## config.mk

```make
export PLATFORM = sky130hd
export DESIGN_NAME = paf_line_sv_parser_flat
export DESIGN_NICKNAME = d
export VERILOG_FILES = /design/src/rtl/paf_pkg.sv /design/src/rtl/paf_ifs.sv /design/src/rtl/paf_front.sv /design/src/rtl/paf_back.sv /design/src/rtl/paf_result.sv /design/src/rtl/paf_line_sv_parser.sv /design/src/flat_wrapper.sv
export SDC_FILE = /design/constraint.sdc
export NUM_CORES = 2
export LEC_CHECK = 0
export BUFFER_PORTS_ARGS = -buffer_cell sky130_fd_sc_hd__clkbuf_2
export CAP_MARGIN = 20
export CORE_MARGIN = 3
export CORE_UTILIZATION = 55
export CTS_CLUSTER_DIAMETER = 30
export CTS_CLUSTER_SIZE = 28
export DETAILED_ROUTE_END_ITERATION = 7
export GPL_TIMING_DRIVEN = 1
export PLACE_DENSITY = 0.84
export SLEW_MARGIN = 20
export SYNTH_ARGS = -nofsm -noshare
export SYNTH_HDL_FRONTEND = slang
export SYNTH_SLANG_ARGS = --single-unit
```

## constraint.sdc

```tcl
create_clock -name clk -period 22.9 [get_ports clk]
set_clock_uncertainty 0.2 [all_clocks]
set_input_delay 2.29 -clock clk [delete_from_list [all_inputs] [get_ports clk]]
set_output_delay 2.29 -clock clk [all_outputs]
set_load 0.005 [all_outputs]
```

## src/rtl/paf_pkg.sv

```systemverilog
`timescale 1ns / 1ps
// -----------------------------------------------------------------------------
// paf_pkg
// Shared types, character codes and helpers for the PAF line parser.
// -----------------------------------------------------------------------------
package paf_pkg;

	localparam logic [3:0] MIN_FIELDS = 4'd12;
	localparam int         FIFO_AW    = 2;
	localparam int         FIFO_DEPTH = 1 << FIFO_AW;

	localparam logic [3:0] FLD_QLEN   = 4'd1;
	localparam logic [3:0] FLD_QSTART = 4'd2;
	localparam logic [3:0] FLD_QEND   = 4'd3;
	localparam logic [3:0] FLD_RESID  = 4'd9;
	localparam logic [3:0] FLD_BLOCK  = 4'd10;
	localparam logic [3:0] FLD_MAPQ   = 4'd11;

	localparam logic [7:0] CH_TAB   = 8'h09;
	localparam logic [7:0] CH_LF    = 8'h0A;
	localparam logic [7:0] CH_CR    = 8'h0D;
	localparam logic [7:0] CH_SPACE = 8'h20;
	localparam logic [7:0] CH_PLUS  = "+";
	localparam logic [7:0] CH_MINUS = "-";
	localparam logic [7:0] CH_ZERO  = "0";
	localparam logic [7:0] CH_NINE  = "9";
	localparam logic [7:0] CH_P     = "P";
	localparam logic [7:0] CH_I     = "I";
	localparam logic [7:0] CH_D     = "D";

	// prefix matcher: 0 idle, 1..4 inside the prefix, 5 and 6 value states, 7 dead
	localparam logic [2:0] PM_IDLE        = 3'd0;
	localparam logic [2:0] PM_FIRST       = 3'd1;
	localparam logic [2:0] PM_VALUE_FIRST = 3'd5;
	localparam logic [2:0] PM_VALUE       = 3'd6;
	localparam logic [2:0] PM_DEAD        = 3'd7;

	typedef enum logic [2:0] {
		TAG_NONE = 3'd0,
		TAG_TP   = 3'd1,
		TAG_CG   = 3'd2,
		TAG_NM   = 3'd3,
		TAG_AS   = 3'd4
	} tag_kind_t;

	typedef enum logic [1:0] {
		NP_PRE    = 2'd0,
		NP_DIGITS = 2'd1,
		NP_STOP   = 2'd2
	} num_phase_t;

	typedef enum logic [1:0] {
		ST_OK       = 2'd0,
		ST_SHORT    = 2'd1,
		ST_ZERO_POS = 2'd2
	} status_t;

	typedef struct packed {
		logic [7:0] text;
		logic       last;
		logic       is_tab;
		logic       is_digit;
		logic [3:0] dval;
		logic       is_space;
		logic       is_sign;
		logic       is_minus;
		logic       is_p;
		logic       is_ins;
		logic       is_del;
		tag_kind_t  first_kind;
	} tok_t;

	typedef struct packed {
		logic               fields_ok;
		logic [30:0]        qlen;
		logic signed [31:0] qstart;
		logic signed [31:0] qend;
		logic [7:0]         mapq;
		logic [30:0]        resid;
		logic [30:0]        block;
		logic               prim;
		logic [15:0]        ins;
		logic [15:0]        del;
		logic [30:0]        edit;
		logic signed [31:0] score;
	} snap_t;

	function automatic logic [7:0] tag_char(input tag_kind_t kind, input logic [2:0] pos);
		logic [39:0] txt;
		begin
			unique case (kind)
				TAG_TP:  txt = "tp:A:";
				TAG_CG:  txt = "cg:Z:";
				TAG_NM:  txt = "NM:i:";
				TAG_AS:  txt = "AS:i:";
				default: txt = '0;
			endcase
			unique case (pos)
				3'd0:    tag_char = txt[39:32];
				3'd1:    tag_char = txt[31:24];
				3'd2:    tag_char = txt[23:16];
				3'd3:    tag_char = txt[15:8];
				3'd4:    tag_char = txt[7:0];
				default: tag_char = 8'h00;
			endcase
		end
	endfunction

	// magnitude and sign to int32, clamped
	function automatic logic signed [31:0] num_value(input logic [63:0] mag, input logic neg);
		logic [31:0] m;
		begin
			if (neg) begin
				m = (mag > 64'd2147483648) ? 32'h8000_0000 : mag[31:0];
				num_value = -m;
			end else begin
				num_value = (mag > 64'd2147483647) ? 32'h7FFF_FFFF : mag[31:0];
			end
		end
	endfunction

	function automatic logic [30:0] clamp31(input logic signed [31:0] v);
		clamp31 = v[31] ? 31'd0 : v[30:0];
	endfunction

	function automatic logic [7:0] clamp8(input logic signed [31:0] v);
		logic [7:0] r;
		begin
			if (v[31])
				r = 8'd0;
			else if (v > 32'sd255)
				r = 8'hFF;
			else
				r = v[7:0];
			clamp8 = r;
		end
	endfunction

endpackage

```

## src/rtl/paf_ifs.sv

```systemverilog
`timescale 1ns / 1ps
// -----------------------------------------------------------------------------
// paf_ifs
// Valid/ready channels for text bytes in and alignment records out.
// -----------------------------------------------------------------------------
interface paf_in_if;
	logic       valid;
	logic       ready;
	logic [7:0] text_byte;
	logic       line_last;

	modport source (output valid, output text_byte, output line_last, input ready);
	modport sink   (input valid, input text_byte, input line_last, output ready);
endinterface

interface paf_out_if;
	logic               valid;
	logic               ready;
	logic [1:0]         status;
	logic [30:0]        query_length;
	logic signed [31:0] aligned_span;
	logic [7:0]         mapping_quality;
	logic [30:0]        residue_matches;
	logic [30:0]        block_length;
	logic               primary;
	logic [15:0]        variant_total;
	logic [15:0]        ins_runs;
	logic [15:0]        del_runs;
	logic [30:0]        edit_distance;
	logic signed [31:0] alignment_score;

	modport source (
		output valid, status, query_length, aligned_span, mapping_quality,
		output residue_matches, block_length, primary, variant_total,
		output ins_runs, del_runs, edit_distance, alignment_score,
		input ready
	);
	modport sink (
		input valid, status, query_length, aligned_span, mapping_quality,
		input residue_matches, block_length, primary, variant_total,
		input ins_runs, del_runs, edit_distance, alignment_score,
		output ready
	);
endinterface

```

## src/rtl/paf_front.sv

```systemverilog
`timescale 1ns / 1ps
// -----------------------------------------------------------------------------
// paf_front
// Classifies incoming text bytes and queues them for the parse engine.
// -----------------------------------------------------------------------------
module paf_front import paf_pkg::*; (
	input  logic       clk,
	input  logic       arst_n,
	paf_in_if.sink     line_in,
	output tok_t       tok,
	output logic       tok_valid,
	input  logic       tok_ready
);

	tok_t                cls;
	tok_t                mem_q [FIFO_DEPTH];
	logic [FIFO_AW-1:0]  wr_ptr_q;
	logic [FIFO_AW-1:0]  rd_ptr_q;
	logic [FIFO_AW:0]    cnt_q;
	logic                push;
	logic                pop;
	logic [7:0]          c;

	assign c = line_in.text_byte;

	always_comb begin
		cls            = '0;
		cls.text       = c;
		cls.last       = line_in.line_last;
		cls.is_tab     = (c == CH_TAB);
		cls.is_digit   = (c >= CH_ZERO) && (c <= CH_NINE);
		cls.dval       = c[3:0];
		cls.is_space   = (c == CH_SPACE) || ((c >= CH_LF) && (c <= CH_CR));
		cls.is_sign    = (c == CH_PLUS) || (c == CH_MINUS);
		cls.is_minus   = (c == CH_MINUS);
		cls.is_p       = (c == CH_P);
		cls.is_ins     = (c == CH_I);
		cls.is_del     = (c == CH_D);
		cls.first_kind = TAG_NONE;
		if (c == tag_char(TAG_TP, 3'd0))
			cls.first_kind = TAG_TP;
		if (c == tag_char(TAG_CG, 3'd0))
			cls.first_kind = TAG_CG;
		if (c == tag_char(TAG_NM, 3'd0))
			cls.first_kind = TAG_NM;
		if (c == tag_char(TAG_AS, 3'd0))
			cls.first_kind = TAG_AS;
	end

	assign line_in.ready = (cnt_q != (FIFO_AW + 1)'(FIFO_DEPTH));
	assign push          = line_in.valid && line_in.ready;
	assign tok_valid     = (cnt_q != '0);
	assign pop           = tok_valid && tok_ready;
	assign tok           = mem_q[rd_ptr_q];

	always_ff @(posedge clk) begin
		if (push)
			mem_q[wr_ptr_q] <= cls;
	end

	always_ff @(posedge clk or negedge arst_n) begin
		if (!arst_n) begin
			wr_ptr_q <= '0;
			rd_ptr_q <= '0;
			cnt_q    <= '0;
		end else begin
			if (push)
				wr_ptr_q <= wr_ptr_q + 1'b1;
			if (pop)
				rd_ptr_q <= rd_ptr_q + 1'b1;
			if (push && !pop)
				cnt_q <= cnt_q + 1'b1;
			else if (pop && !push)
				cnt_q <= cnt_q - 1'b1;
		end
	end

endmodule

```

## src/rtl/paf_back.sv

```systemverilog
`timescale 1ns / 1ps
// -----------------------------------------------------------------------------
// paf_back
// Per-byte parse engine: numbers, tag prefixes, CIGAR runs and field capture.
// -----------------------------------------------------------------------------
module paf_back import paf_pkg::*; #(
	parameter int NUMBER_WIDTH = 32
) (
	input  logic        clk,
	input  logic        arst_n,
	input  logic        cfg_we,
	input  logic [23:0] cfg_wdata,
	input  tok_t        tok,
	input  logic        tok_valid,
	output logic        tok_ready,
	output snap_t       snap,
	output logic        snap_valid,
	input  logic        snap_ready
);

	localparam int MW = NUMBER_WIDTH + 4;

	logic [23:0]              min_sv_q;
	logic [NUMBER_WIDTH-1:0]  acc_q, acc_d;
	logic                     neg_q, neg_d;
	num_phase_t               phase_q, phase_d;
	logic [2:0]               pm_q, pm_d;
	tag_kind_t                kind_q, kind_d;
	logic [31:0]              run_q, run_d;
	logic [15:0]              ins_q, ins_d, del_q, del_d;
	logic                     prim_q, prim_d;
	logic [3:0]               fidx_q, fidx_d;
	logic [30:0]              qlen_q, qlen_d;
	logic signed [31:0]       qstart_q, qstart_d;
	logic signed [31:0]       qend_q, qend_d;
	logic [7:0]               mapq_q, mapq_d;
	logic [30:0]              resid_q, resid_d;
	logic [30:0]              block_q, block_d;
	logic [30:0]              edit_q, edit_d;
	logic signed [31:0]       score_q, score_d;

	logic [MW-1:0]            num_mac;
	logic [NUMBER_WIDTH-1:0]  num_sat;
	logic [35:0]              run_mac;
	logic [31:0]              run_sat;
	logic signed [31:0]       fval;
	logic [2:0]               end_pm;
	tag_kind_t                end_kind;
	logic                     fire;
	snap_t                    snap_d;
	snap_t                    snap_s2;
	logic                     snap_valid_q;

	assign tok_ready = !tok.last || !snap_valid_q || snap_ready;
	assign fire      = tok_valid && tok_ready;

	assign num_mac = ({4'b0, acc_q} << 3) + ({4'b0, acc_q} << 1) + MW'(tok.dval);
	assign num_sat = (num_mac > MW'({NUMBER_WIDTH{1'b1}})) ? '1 : num_mac[NUMBER_WIDTH-1:0];
	assign run_mac = ({4'b0, run_q} << 3) + ({4'b0, run_q} << 1) + 36'(tok.dval);
	assign run_sat = (run_mac > 36'hFFFF_FFFF) ? 32'hFFFF_FFFF : run_mac[31:0];

	always_comb begin
		acc_d    = acc_q;
		neg_d    = neg_q;
		phase_d  = phase_q;
		pm_d     = pm_q;
		kind_d   = kind_q;
		run_d    = run_q;
		ins_d    = ins_q;
		del_d    = del_q;
		prim_d   = prim_q;
		fidx_d   = fidx_q;
		qlen_d   = qlen_q;
		qstart_d = qstart_q;
		qend_d   = qend_q;
		mapq_d   = mapq_q;
		resid_d  = resid_q;
		block_d  = block_q;
		edit_d   = edit_q;
		score_d  = score_q;

		if (tok.is_tab) begin
			fval     = num_value(64'(acc_q), neg_q);
			end_pm   = pm_q;
			end_kind = kind_q;
			pm_d     = PM_IDLE;
			kind_d   = TAG_NONE;
			run_d    = '0;
			acc_d    = '0;
			neg_d    = 1'b0;
			phase_d  = NP_PRE;
		end else begin
			// decimal number
			unique case (phase_q)
				NP_PRE: begin
					if (tok.is_sign) begin
						neg_d   = tok.is_minus;
						phase_d = NP_DIGITS;
					end else if (tok.is_digit) begin
						acc_d   = NUMBER_WIDTH'(tok.dval);
						phase_d = NP_DIGITS;
					end else if (!tok.is_space) begin
						phase_d = NP_STOP;
					end
				end
				NP_DIGITS: begin
					if (tok.is_digit)
						acc_d = num_sat;
					else
						phase_d = NP_STOP;
				end
				default: ;
			endcase

			// tag prefix and value
			priority if (pm_q == PM_IDLE) begin
				if (tok.first_kind != TAG_NONE) begin
					kind_d = tok.first_kind;
					pm_d   = PM_FIRST;
				end else begin
					kind_d = TAG_NONE;
					pm_d   = PM_DEAD;
				end
			end else if (pm_q < PM_VALUE_FIRST) begin
				if (kind_q != TAG_NONE && tag_char(kind_q, pm_q) == tok.text) begin
					pm_d = pm_q + 3'd1;
					if (pm_d == PM_VALUE_FIRST) begin
						if (kind_q == TAG_TP)
							prim_d = 1'b0;
						else if (kind_q == TAG_NM || kind_q == TAG_AS) begin
							acc_d   = '0;
							neg_d   = 1'b0;
							phase_d = NP_PRE;
						end
					end
				end else begin
					pm_d   = PM_DEAD;
					kind_d = TAG_NONE;
				end
			end else if (pm_q != PM_DEAD) begin
				if (pm_q == PM_VALUE_FIRST && kind_q == TAG_TP)
					prim_d = tok.is_p;
				pm_d = PM_VALUE;
				if (kind_q == TAG_CG) begin
					if (tok.is_digit) begin
						run_d = run_sat;
					end else begin
						if (run_q > 32'(min_sv_q)) begin
							if (tok.is_ins && ins_q != 16'hFFFF)
								ins_d = ins_q + 16'd1;
							else if (tok.is_del && del_q != 16'hFFFF)
								del_d = del_q + 16'd1;
						end
						run_d = '0;
					end
				end
			end else begin
			end

			fval     = num_value(64'(acc_d), neg_d);
			end_pm   = pm_d;
			end_kind = kind_d;
		end

		// field end
		if (tok.is_tab || tok.last) begin
			unique case (fidx_q)
				FLD_QLEN:   qlen_d   = clamp31(fval);
				FLD_QSTART: qstart_d = fval;
				FLD_QEND:   qend_d   = fval;
				FLD_RESID:  resid_d  = clamp31(fval);
				FLD_BLOCK:  block_d  = clamp31(fval);
				FLD_MAPQ:   mapq_d   = clamp8(fval);
				default: ;
			endcase
			if (end_pm >= PM_VALUE_FIRST && end_pm != PM_DEAD) begin
				if (end_kind == TAG_NM)
					edit_d = clamp31(fval);
				else if (end_kind == TAG_AS)
					score_d = fval;
			end
			if (fidx_q != MIN_FIELDS)
				fidx_d = fidx_q + 4'd1;
		end

		snap_d.fields_ok = (fidx_d == MIN_FIELDS);
		snap_d.qlen      = qlen_d;
		snap_d.qstart    = qstart_d;
		snap_d.qend      = qend_d;
		snap_d.mapq      = mapq_d;
		snap_d.resid     = resid_d;
		snap_d.block     = block_d;
		snap_d.prim      = prim_d;
		snap_d.ins       = ins_d;
		snap_d.del       = del_d;
		snap_d.edit      = edit_d;
		snap_d.score     = score_d;
	end

	always_ff @(posedge clk or negedge arst_n) begin
		if (!arst_n) begin
			min_sv_q <= 24'd50;
		end else if (cfg_we) begin
			min_sv_q <= cfg_wdata;
		end
	end

	always_ff @(posedge clk or negedge arst_n) begin
		if (!arst_n) begin
			acc_q    <= '0;
			neg_q    <= 1'b0;
			phase_q  <= NP_PRE;
			pm_q     <= PM_IDLE;
			kind_q   <= TAG_NONE;
			run_q    <= '0;
			ins_q    <= '0;
			del_q    <= '0;
			prim_q   <= 1'b1;
			fidx_q   <= '0;
			qlen_q   <= '0;
			qstart_q <= '0;
			qend_q   <= '0;
			mapq_q   <= '0;
			resid_q  <= '0;
			block_q  <= '0;
			edit_q   <= '0;
			score_q  <= '0;
		end else if (fire) begin
			if (tok.last) begin
				acc_q    <= '0;
				neg_q    <= 1'b0;
				phase_q  <= NP_PRE;
				pm_q     <= PM_IDLE;
				kind_q   <= TAG_NONE;
				run_q    <= '0;
				ins_q    <= '0;
				del_q    <= '0;
				prim_q   <= 1'b1;
				fidx_q   <= '0;
				qlen_q   <= '0;
				qstart_q <= '0;
				qend_q   <= '0;
				mapq_q   <= '0;
				resid_q  <= '0;
				block_q  <= '0;
				edit_q   <= '0;
				score_q  <= '0;
			end else begin
				acc_q    <= acc_d;
				neg_q    <= neg_d;
				phase_q  <= phase_d;
				pm_q     <= pm_d;
				kind_q   <= kind_d;
				run_q    <= run_d;
				ins_q    <= ins_d;
				del_q    <= del_d;
				prim_q   <= prim_d;
				fidx_q   <= fidx_d;
				qlen_q   <= qlen_d;
				qstart_q <= qstart_d;
				qend_q   <= qend_d;
				mapq_q   <= mapq_d;
				resid_q  <= resid_d;
				block_q  <= block_d;
				edit_q   <= edit_d;
				score_q  <= score_d;
			end
		end
	end

	// line snapshot, one per completed line
	always_ff @(posedge clk) begin
		if (fire && tok.last)
			snap_s2 <= snap_d;
	end

	always_ff @(posedge clk or negedge arst_n) begin
		if (!arst_n)
			snap_valid_q <= 1'b0;
		else if (fire && tok.last)
			snap_valid_q <= 1'b1;
		else if (snap_ready)
			snap_valid_q <= 1'b0;
	end

	assign snap       = snap_s2;
	assign snap_valid = snap_valid_q;

endmodule

```

## src/rtl/paf_result.sv

```systemverilog
`timescale 1ns / 1ps
// -----------------------------------------------------------------------------
// paf_result
// Checks a finished line, forms the record and holds it in the output register.
// -----------------------------------------------------------------------------
module paf_result import paf_pkg::*; (
	input  logic   clk,
	input  logic   arst_n,
	input  snap_t  snap,
	input  logic   snap_valid,
	output logic   snap_ready,
	paf_out_if.source rec_out
);

	logic signed [32:0] diff;
	logic [31:0]        aligned;
	logic [16:0]        sv_sum;
	logic [15:0]        sv;
	status_t            st;
	logic               ok;
	logic               load;
	logic               out_valid_q;

	logic [1:0]         status_q;
	logic [30:0]        qlen_q;
	logic [31:0]        aligned_q;
	logic [7:0]         mapq_q;
	logic [30:0]        resid_q;
	logic [30:0]        block_q;
	logic               prim_q;
	logic [15:0]        sv_q;
	logic [15:0]        ins_q;
	logic [15:0]        del_q;
	logic [30:0]        edit_q;
	logic [31:0]        score_q;

	assign diff    = {snap.qend[31], snap.qend} - {snap.qstart[31], snap.qstart};
	assign aligned = (diff[32] != diff[31]) ? (diff[32] ? 32'h8000_0000 : 32'h7FFF_FFFF)
		: diff[31:0];
	assign sv_sum  = {1'b0, snap.ins} + {1'b0, snap.del};
	assign sv      = sv_sum[16] ? 16'hFFFF : sv_sum[15:0];

	always_comb begin
		priority if (!snap.fields_ok)
			st = ST_SHORT;
		else if (snap.qstart == '0 && snap.qend == '0)
			st = ST_ZERO_POS;
		else
			st = ST_OK;
	end

	assign ok         = (st == ST_OK);
	assign snap_ready = !out_valid_q || rec_out.ready;
	assign load       = snap_valid && snap_ready;

	always_ff @(posedge clk) begin
		if (load) begin
			status_q  <= st;
			qlen_q    <= ok ? snap.qlen  : '0;
			aligned_q <= ok ? aligned    : '0;
			mapq_q    <= ok ? snap.mapq  : '0;
			resid_q   <= ok ? snap.resid : '0;
			block_q   <= ok ? snap.block : '0;
			prim_q    <= ok ? snap.prim  : 1'b0;
			sv_q      <= ok ? sv         : '0;
			ins_q     <= ok ? snap.ins   : '0;
			del_q     <= ok ? snap.del   : '0;
			edit_q    <= ok ? snap.edit  : '0;
			score_q   <= ok ? snap.score : '0;
		end
	end

	always_ff @(posedge clk or negedge arst_n) begin
		if (!arst_n)
			out_valid_q <= 1'b0;
		else if (load)
			out_valid_q <= 1'b1;
		else if (rec_out.ready)
			out_valid_q <= 1'b0;
	end

	assign rec_out.valid           = out_valid_q;
	assign rec_out.status          = status_q;
	assign rec_out.query_length    = qlen_q;
	assign rec_out.aligned_span    = aligned_q;
	assign rec_out.mapping_quality = mapq_q;
	assign rec_out.residue_matches = resid_q;
	assign rec_out.block_length    = block_q;
	assign rec_out.primary         = prim_q;
	assign rec_out.variant_total   = sv_q;
	assign rec_out.ins_runs        = ins_q;
	assign rec_out.del_runs        = del_q;
	assign rec_out.edit_distance   = edit_q;
	assign rec_out.alignment_score = score_q;

endmodule

```

## src/rtl/paf_line_sv_parser.sv

```systemverilog
`timescale 1ns / 1ps
// -----------------------------------------------------------------------------
// paf_line_sv_parser
// PAF alignment line parser: one text byte per cycle in unless stalled, one record per line out.
// -----------------------------------------------------------------------------
// Throughput: one byte per cycle, except that a line's last byte waits while the previous snapshot is not taken.
// Path: after the transfer of the line's last byte the record passes the byte queue, then
// the snapshot and record registers, and waits there while the output is stalled.
// A record waiting at the output does not stop the following line's bytes.
// Reset: clears the byte queue, the line state and the output; min_sv_length returns to 50.
module paf_line_sv_parser import paf_pkg::*; #(
	parameter int NUMBER_WIDTH = 32
) (
	input  logic        clk,
	input  logic        arst_n,
	input  logic        cfg_we,
	input  logic [23:0] cfg_wdata,
	paf_in_if.sink      line_in,
	paf_out_if.source   rec_out
);

	tok_t  tok;
	logic  tok_valid;
	logic  tok_ready;
	snap_t snap;
	logic  snap_valid;
	logic  snap_ready;

	paf_front u_front (
		.clk       (clk),
		.arst_n    (arst_n),
		.line_in   (line_in),
		.tok       (tok),
		.tok_valid (tok_valid),
		.tok_ready (tok_ready)
	);

	paf_back #(
		.NUMBER_WIDTH (NUMBER_WIDTH)
	) u_back (
		.clk        (clk),
		.arst_n     (arst_n),
		.cfg_we     (cfg_we),
		.cfg_wdata  (cfg_wdata),
		.tok        (tok),
		.tok_valid  (tok_valid),
		.tok_ready  (tok_ready),
		.snap       (snap),
		.snap_valid (snap_valid),
		.snap_ready (snap_ready)
	);

	paf_result u_result (
		.clk        (clk),
		.arst_n     (arst_n),
		.snap       (snap),
		.snap_valid (snap_valid),
		.snap_ready (snap_ready),
		.rec_out    (rec_out)
	);

endmodule

```

## src/flat_wrapper.sv

```systemverilog
// flat-port wrapper written by rule: the top's interface ports become plain ports
module paf_line_sv_parser_flat import paf_pkg::*;
#(
	parameter int NUMBER_WIDTH = 32
)
  (clk, arst_n, cfg_we, cfg_wdata, line_in_valid, line_in_text_byte, line_in_line_last, line_in_ready, rec_out_valid, rec_out_status, rec_out_query_length, rec_out_aligned_span, rec_out_mapping_quality, rec_out_residue_matches, rec_out_block_length, rec_out_primary, rec_out_variant_total, rec_out_ins_runs, rec_out_del_runs, rec_out_edit_distance, rec_out_alignment_score, rec_out_ready);
  paf_in_if line_in_i ();
  paf_out_if rec_out_i ();
  input  logic clk;
  input  logic arst_n;
  input  logic cfg_we;
  input  logic [23:0] cfg_wdata;
  input wire logic [$bits(line_in_i.valid)-1:0] line_in_valid;
  input wire logic [$bits(line_in_i.text_byte)-1:0] line_in_text_byte;
  input wire logic [$bits(line_in_i.line_last)-1:0] line_in_line_last;
  output wire logic [$bits(line_in_i.ready)-1:0] line_in_ready;
  output wire logic [$bits(rec_out_i.valid)-1:0] rec_out_valid;
  output wire logic [$bits(rec_out_i.status)-1:0] rec_out_status;
  output wire logic [$bits(rec_out_i.query_length)-1:0] rec_out_query_length;
  output wire logic [$bits(rec_out_i.aligned_span)-1:0] rec_out_aligned_span;
  output wire logic [$bits(rec_out_i.mapping_quality)-1:0] rec_out_mapping_quality;
  output wire logic [$bits(rec_out_i.residue_matches)-1:0] rec_out_residue_matches;
  output wire logic [$bits(rec_out_i.block_length)-1:0] rec_out_block_length;
  output wire logic [$bits(rec_out_i.primary)-1:0] rec_out_primary;
  output wire logic [$bits(rec_out_i.variant_total)-1:0] rec_out_variant_total;
  output wire logic [$bits(rec_out_i.ins_runs)-1:0] rec_out_ins_runs;
  output wire logic [$bits(rec_out_i.del_runs)-1:0] rec_out_del_runs;
  output wire logic [$bits(rec_out_i.edit_distance)-1:0] rec_out_edit_distance;
  output wire logic [$bits(rec_out_i.alignment_score)-1:0] rec_out_alignment_score;
  input wire logic [$bits(rec_out_i.ready)-1:0] rec_out_ready;
  assign line_in_i.valid = line_in_valid;
  assign line_in_i.text_byte = line_in_text_byte;
  assign line_in_i.line_last = line_in_line_last;
  assign line_in_ready = line_in_i.ready;
  assign rec_out_valid = rec_out_i.valid;
  assign rec_out_status = rec_out_i.status;
  assign rec_out_query_length = rec_out_i.query_length;
  assign rec_out_aligned_span = rec_out_i.aligned_span;
  assign rec_out_mapping_quality = rec_out_i.mapping_quality;
  assign rec_out_residue_matches = rec_out_i.residue_matches;
  assign rec_out_block_length = rec_out_i.block_length;
  assign rec_out_primary = rec_out_i.primary;
  assign rec_out_variant_total = rec_out_i.variant_total;
  assign rec_out_ins_runs = rec_out_i.ins_runs;
  assign rec_out_del_runs = rec_out_i.del_runs;
  assign rec_out_edit_distance = rec_out_i.edit_distance;
  assign rec_out_alignment_score = rec_out_i.alignment_score;
  assign rec_out_i.ready = rec_out_ready;
  paf_line_sv_parser #(.NUMBER_WIDTH(NUMBER_WIDTH)) u_core (.clk(clk), .arst_n(arst_n), .cfg_we(cfg_we), .cfg_wdata(cfg_wdata), .line_in(line_in_i), .rec_out(rec_out_i));
endmodule
```

==> flow_summary.json <==
{
  "grt_max_degree": 170,
  "drt_iter0_markers": 5011,
  "place_ws_ns": 13.77,
  "start_util_pct": 55.8,
  "diodes": 0,
  "fmax_mhz": 106,
  "grt_pass1_vias": 37700,
  "grt_use_total_pct": 29.5,
  "yosysSeqAreaShare_pct": 55.3,
  "syn_area_sq_um": 48800,
  "finalHoldWorstSlack_ns": 0.280,
  "pin_count": 287,
  "final_antenna_net_count": 0,
  "holdPathStages": 2,
  "drv_cap": 0,
  "final_nets": 5038,
  "post_cts_buffers": 0,
  "cts.sinks": 960,
  "ys_warn_count": 0,
  "critPathKind": "flop to flop",
  "gp_congestion": 0.990,
  "hold_class": "flop to flop",
  "htreeDepth": 4,
  "synthAdderAreaFrac_pct": 5.88,
  "cts-buffers-inserted": 168,
  "antenna_found_initial": 4,
  "dpl_cell_area_sq_um": 51200,
  "setup_viol": 0,
  "synthDistinctLibCells": 107,
  "fin_crit_sh_pct": 41.1,
  "die_w_microns": 304,
  "synth-simple-area-share_pct": 14.1,
  "synthArstFlopShare_pct": 38.6,
  "finalMaxSlewViolations": 0,
  "tightest_slew_ns": 1.18,
  "die_h_microns": 304,
  "rsz0062_at_grt": "no",
  "clk_latency_ns": 0.78,
  "ys.flop_type": "edfxtp_1",
  "utilization_pct": 65.2,
  "clk_pin_slew_worst_paths_ns": 0.05,
  "synth_area_leaders": "edfxtp_1 (36%), dfrtp_1 (19%), ha_1 (5.6%)",
  "fp-row-count": 108,
  "synth_top_family_by_area": "compound AO/OA/AOI/OAI gates",
  "reg2reg_depth": 24,
  "ctsHoldBuffers": 0,
  "worstReg2RegEnd": "u_core.u_back.snap[165]",
  "cts_max_path_buffers": 3,
  "grt_pass1_wl_mm": 217,
  "dp_hpwl_mm": 90.0,
  "via_per_inst": 6.37,
  "synth_top_area_cell": "edfxtp_1",
  "vias": 38700,
  "dr.pass1.iters": 7,
  "muxShareOfSynthArea_pct": 1.64,
  "drive_gt1_share_pct": 15.8,
  "cts_tree": "yes",
  "yosysTopAreaCellShare_pct": 36.2,
  "cp-startpoint": "u_core.u_front.rd_ptr_q[1]",
  "finalWirelength_mm": 139,
  "synth_seq_cells": 960,
  "port_buffers": 286,
  "slew_headroom_pct": 20.8,
  "syn_nets": 4791,
  "syn_inst": 4528,
  "crit_fanout": 22,
  "p_leak_nw": 23.8,
  "synth_area_per_cell_sq_um": 10.8,
  "root_buffer": "clkbuf_16",
  "final_common_cell": "edfxtp_1",
  "cts_resized": 0,
  "synth-compound-area-share_pct": 17.5,
  "wl_per_cell_microns": 22.9,
  "cp_data_arrival_time_ns": 9.67,
  "status": "complete, no violations",
  "pwr_density_cell_nw_per_um2": 159,
  "areaGrowthSynthToFinish_pct": 16.8,
  "dieArea_sq_um": 92300,
  "layout_common_cells": "edfxtp_1 (589), nand2_1 (573), o21ai_0 (536)",
  "grt.overflow.total": 0,
  "tns_ns": 0,
  "drc": 0,
  "final_area_sq_um": 57000,
  "crit_path_end": "u_core.u_back.snap[165]",
  "cp-end-kind": "flop",
  "startpoint_type": "flop",
  "core_sq_um": 87400,
  "r2r_start": "u_core.u_front.rd_ptr_q[1]",
  "period_minus_slack_ns": 9.42,
  "peakVddDrop_v": 0.000117,
  "hold_viol_final": 0,
  "synth_edf_count": 589,
  "cp.required_ns": 23.16,
  "worst_slack_ns": 13.48,
  "synth_xor_area_share_pct": 2.28,
  "rrSetupSlack_ns": 13.48
}
stage by stage:
stage / power [mW] / std cells
after floorplan: 5.25 / 4528
after global placement: 6.37 / 5759
after detailed placement: 6.45 / 5759
after CTS: 8.97 / 6077
after global routing: 9.47 / 6078
final: 9.04 / 6078
cells in the mapped netlist (19+ instances only):
master      n
xor2_1     53
nor3_1     64
mux2_2     24
nand4_1    37
a211oi_1   27
nand2_1   578
nor2_1    185
and2_1    210
nand2b_1   44
dfrtp_1   367
and3_1     29
xnor2_1    74
nand3_1    76
edfxtp_1  589
nor2b_1    24
ha_1      218
clkbuf_1  232
a21o_1     34
inv_1     148
a22o_1    149
or2_2      27
a21oi_1   240
a31oi_1    57
or3_1      35
o31ai_1    45
o21ai_0   536
mux4_2     19
nor4_1     40
cell families (layout without fill, tap and decap cells):
kind of cell | Yosys count | in the layout
AO/OA/AOI/OAI | 1342 | 1342
XOR/XNOR | 127 | 127
adder cells (fa/ha/maj) | 225 | 225
buffers and inverters | 419 | 814
flip-flops | 960 | 960
multiplexers | 53 | 53
AND/OR/NAND/NOR | 1402 | 1402
report_power, final:
part / internal [mW] / switching (mW)
registers: 2.63 / 0.315
clock network: 1.52 / 0.937
logic: 1.09 / 2.55
worst min path at each step:
stage	slack [ns]	endpoint	from
6_report	0.28	u_core.u_back.resid_q[26]	u_core.u_back.resid_q[26]
5_1_grt	0.30	u_core.u_back.resid_q[25]	u_core.u_back.resid_q[25]
4_1_cts	0.28	u_core.u_back.resid_q[25]	u_core.u_back.resid_q[25]
3_5_place_dp	0.27	u_core.u_back.block_q[22]	u_core.u_back.block_q[22]
3_3_place_gp	0.26	u_core.u_back.edit_q[28]	u_core.u_back.edit_q[28]
2_1_floorplan	0.25	u_core.u_back.block_q[0]	u_core.u_back.block_q[0]
worst max-delay path, stage by stage, from the launching register on:
cell and delay, ns:
dfrtp_1 1.01, mux4_2 0.51, fa_1 0.52, fa_1 0.49, a211oi_1 0.36, o211ai_2 0.18, nand3_1 0.18, nand3_1 0.20
a21oi_2 0.23, mux2i_1 0.16, or4_4 0.66, o311a_1 0.47, nor4_4 0.67, nand2_1 0.21, o21ai_1 0.27, nand2_1 0.09
ha_1 0.31, inv_1 0.20, o32a_1 0.28, nor3_1 0.08, o21ai_0 0.16, a41o_1 0.42, nand4_1 0.23, nor4_4 0.83
a21oi_1 0.15
layout make-up:
class,instances,area (sq um)
clock buffer,205,4490
clock inverter,113,1210
fill,6125,30500
inverter,150,566
multi-input combinational,3149,20300
sequential,960,27000
tap,1155,1450
timing repair buffer,346,1940
flip-flops by register name, indices dropped and copies added (netlist names), 24 cells and up:
| name | cells |
|---|---|
| u_core.u_back.acc_q | 32 |
| u_core.u_back.block_q | 31 |
| u_core.u_back.edit_q | 31 |
| u_core.u_back.min_sv_q | 24 |
| u_core.u_back.qend_q | 32 |
| u_core.u_back.qlen_q | 31 |
| u_core.u_back.qstart_q | 32 |
| u_core.u_back.resid_q | 31 |
| u_core.u_back.run_q | 32 |
| u_core.u_back.score_q | 32 |
| u_core.u_back.snap | 262 |
| u_core.u_front.mem_q | 80 |
| u_core.u_result.rec_out.aligned_span | 32 |
| u_core.u_result.rec_out.alignment_score | 32 |
| u_core.u_result.rec_out.block_length | 31 |
| u_core.u_result.rec_out.edit_distance | 31 |
| u_core.u_result.rec_out.query_length | 31 |
| u_core.u_result.rec_out.residue_matches | 31 |
layer usage:
| metal | track usage [%] | part of all wire [%] | up-vias |
|---|---|---|---|
| met2 | 46.5 | 47 | 2310 |
| met1 | 39.1 | 39 | 18700 |
| met4 | 14.2 | 4.9 | 6 |
| met3 | 6.59 | 9.7 | 434 |
| li1 | - | - | 17300 |
| met5 | 0 | 0.033 | - |
No activity file was read; power rests on OpenSTA's default activity.
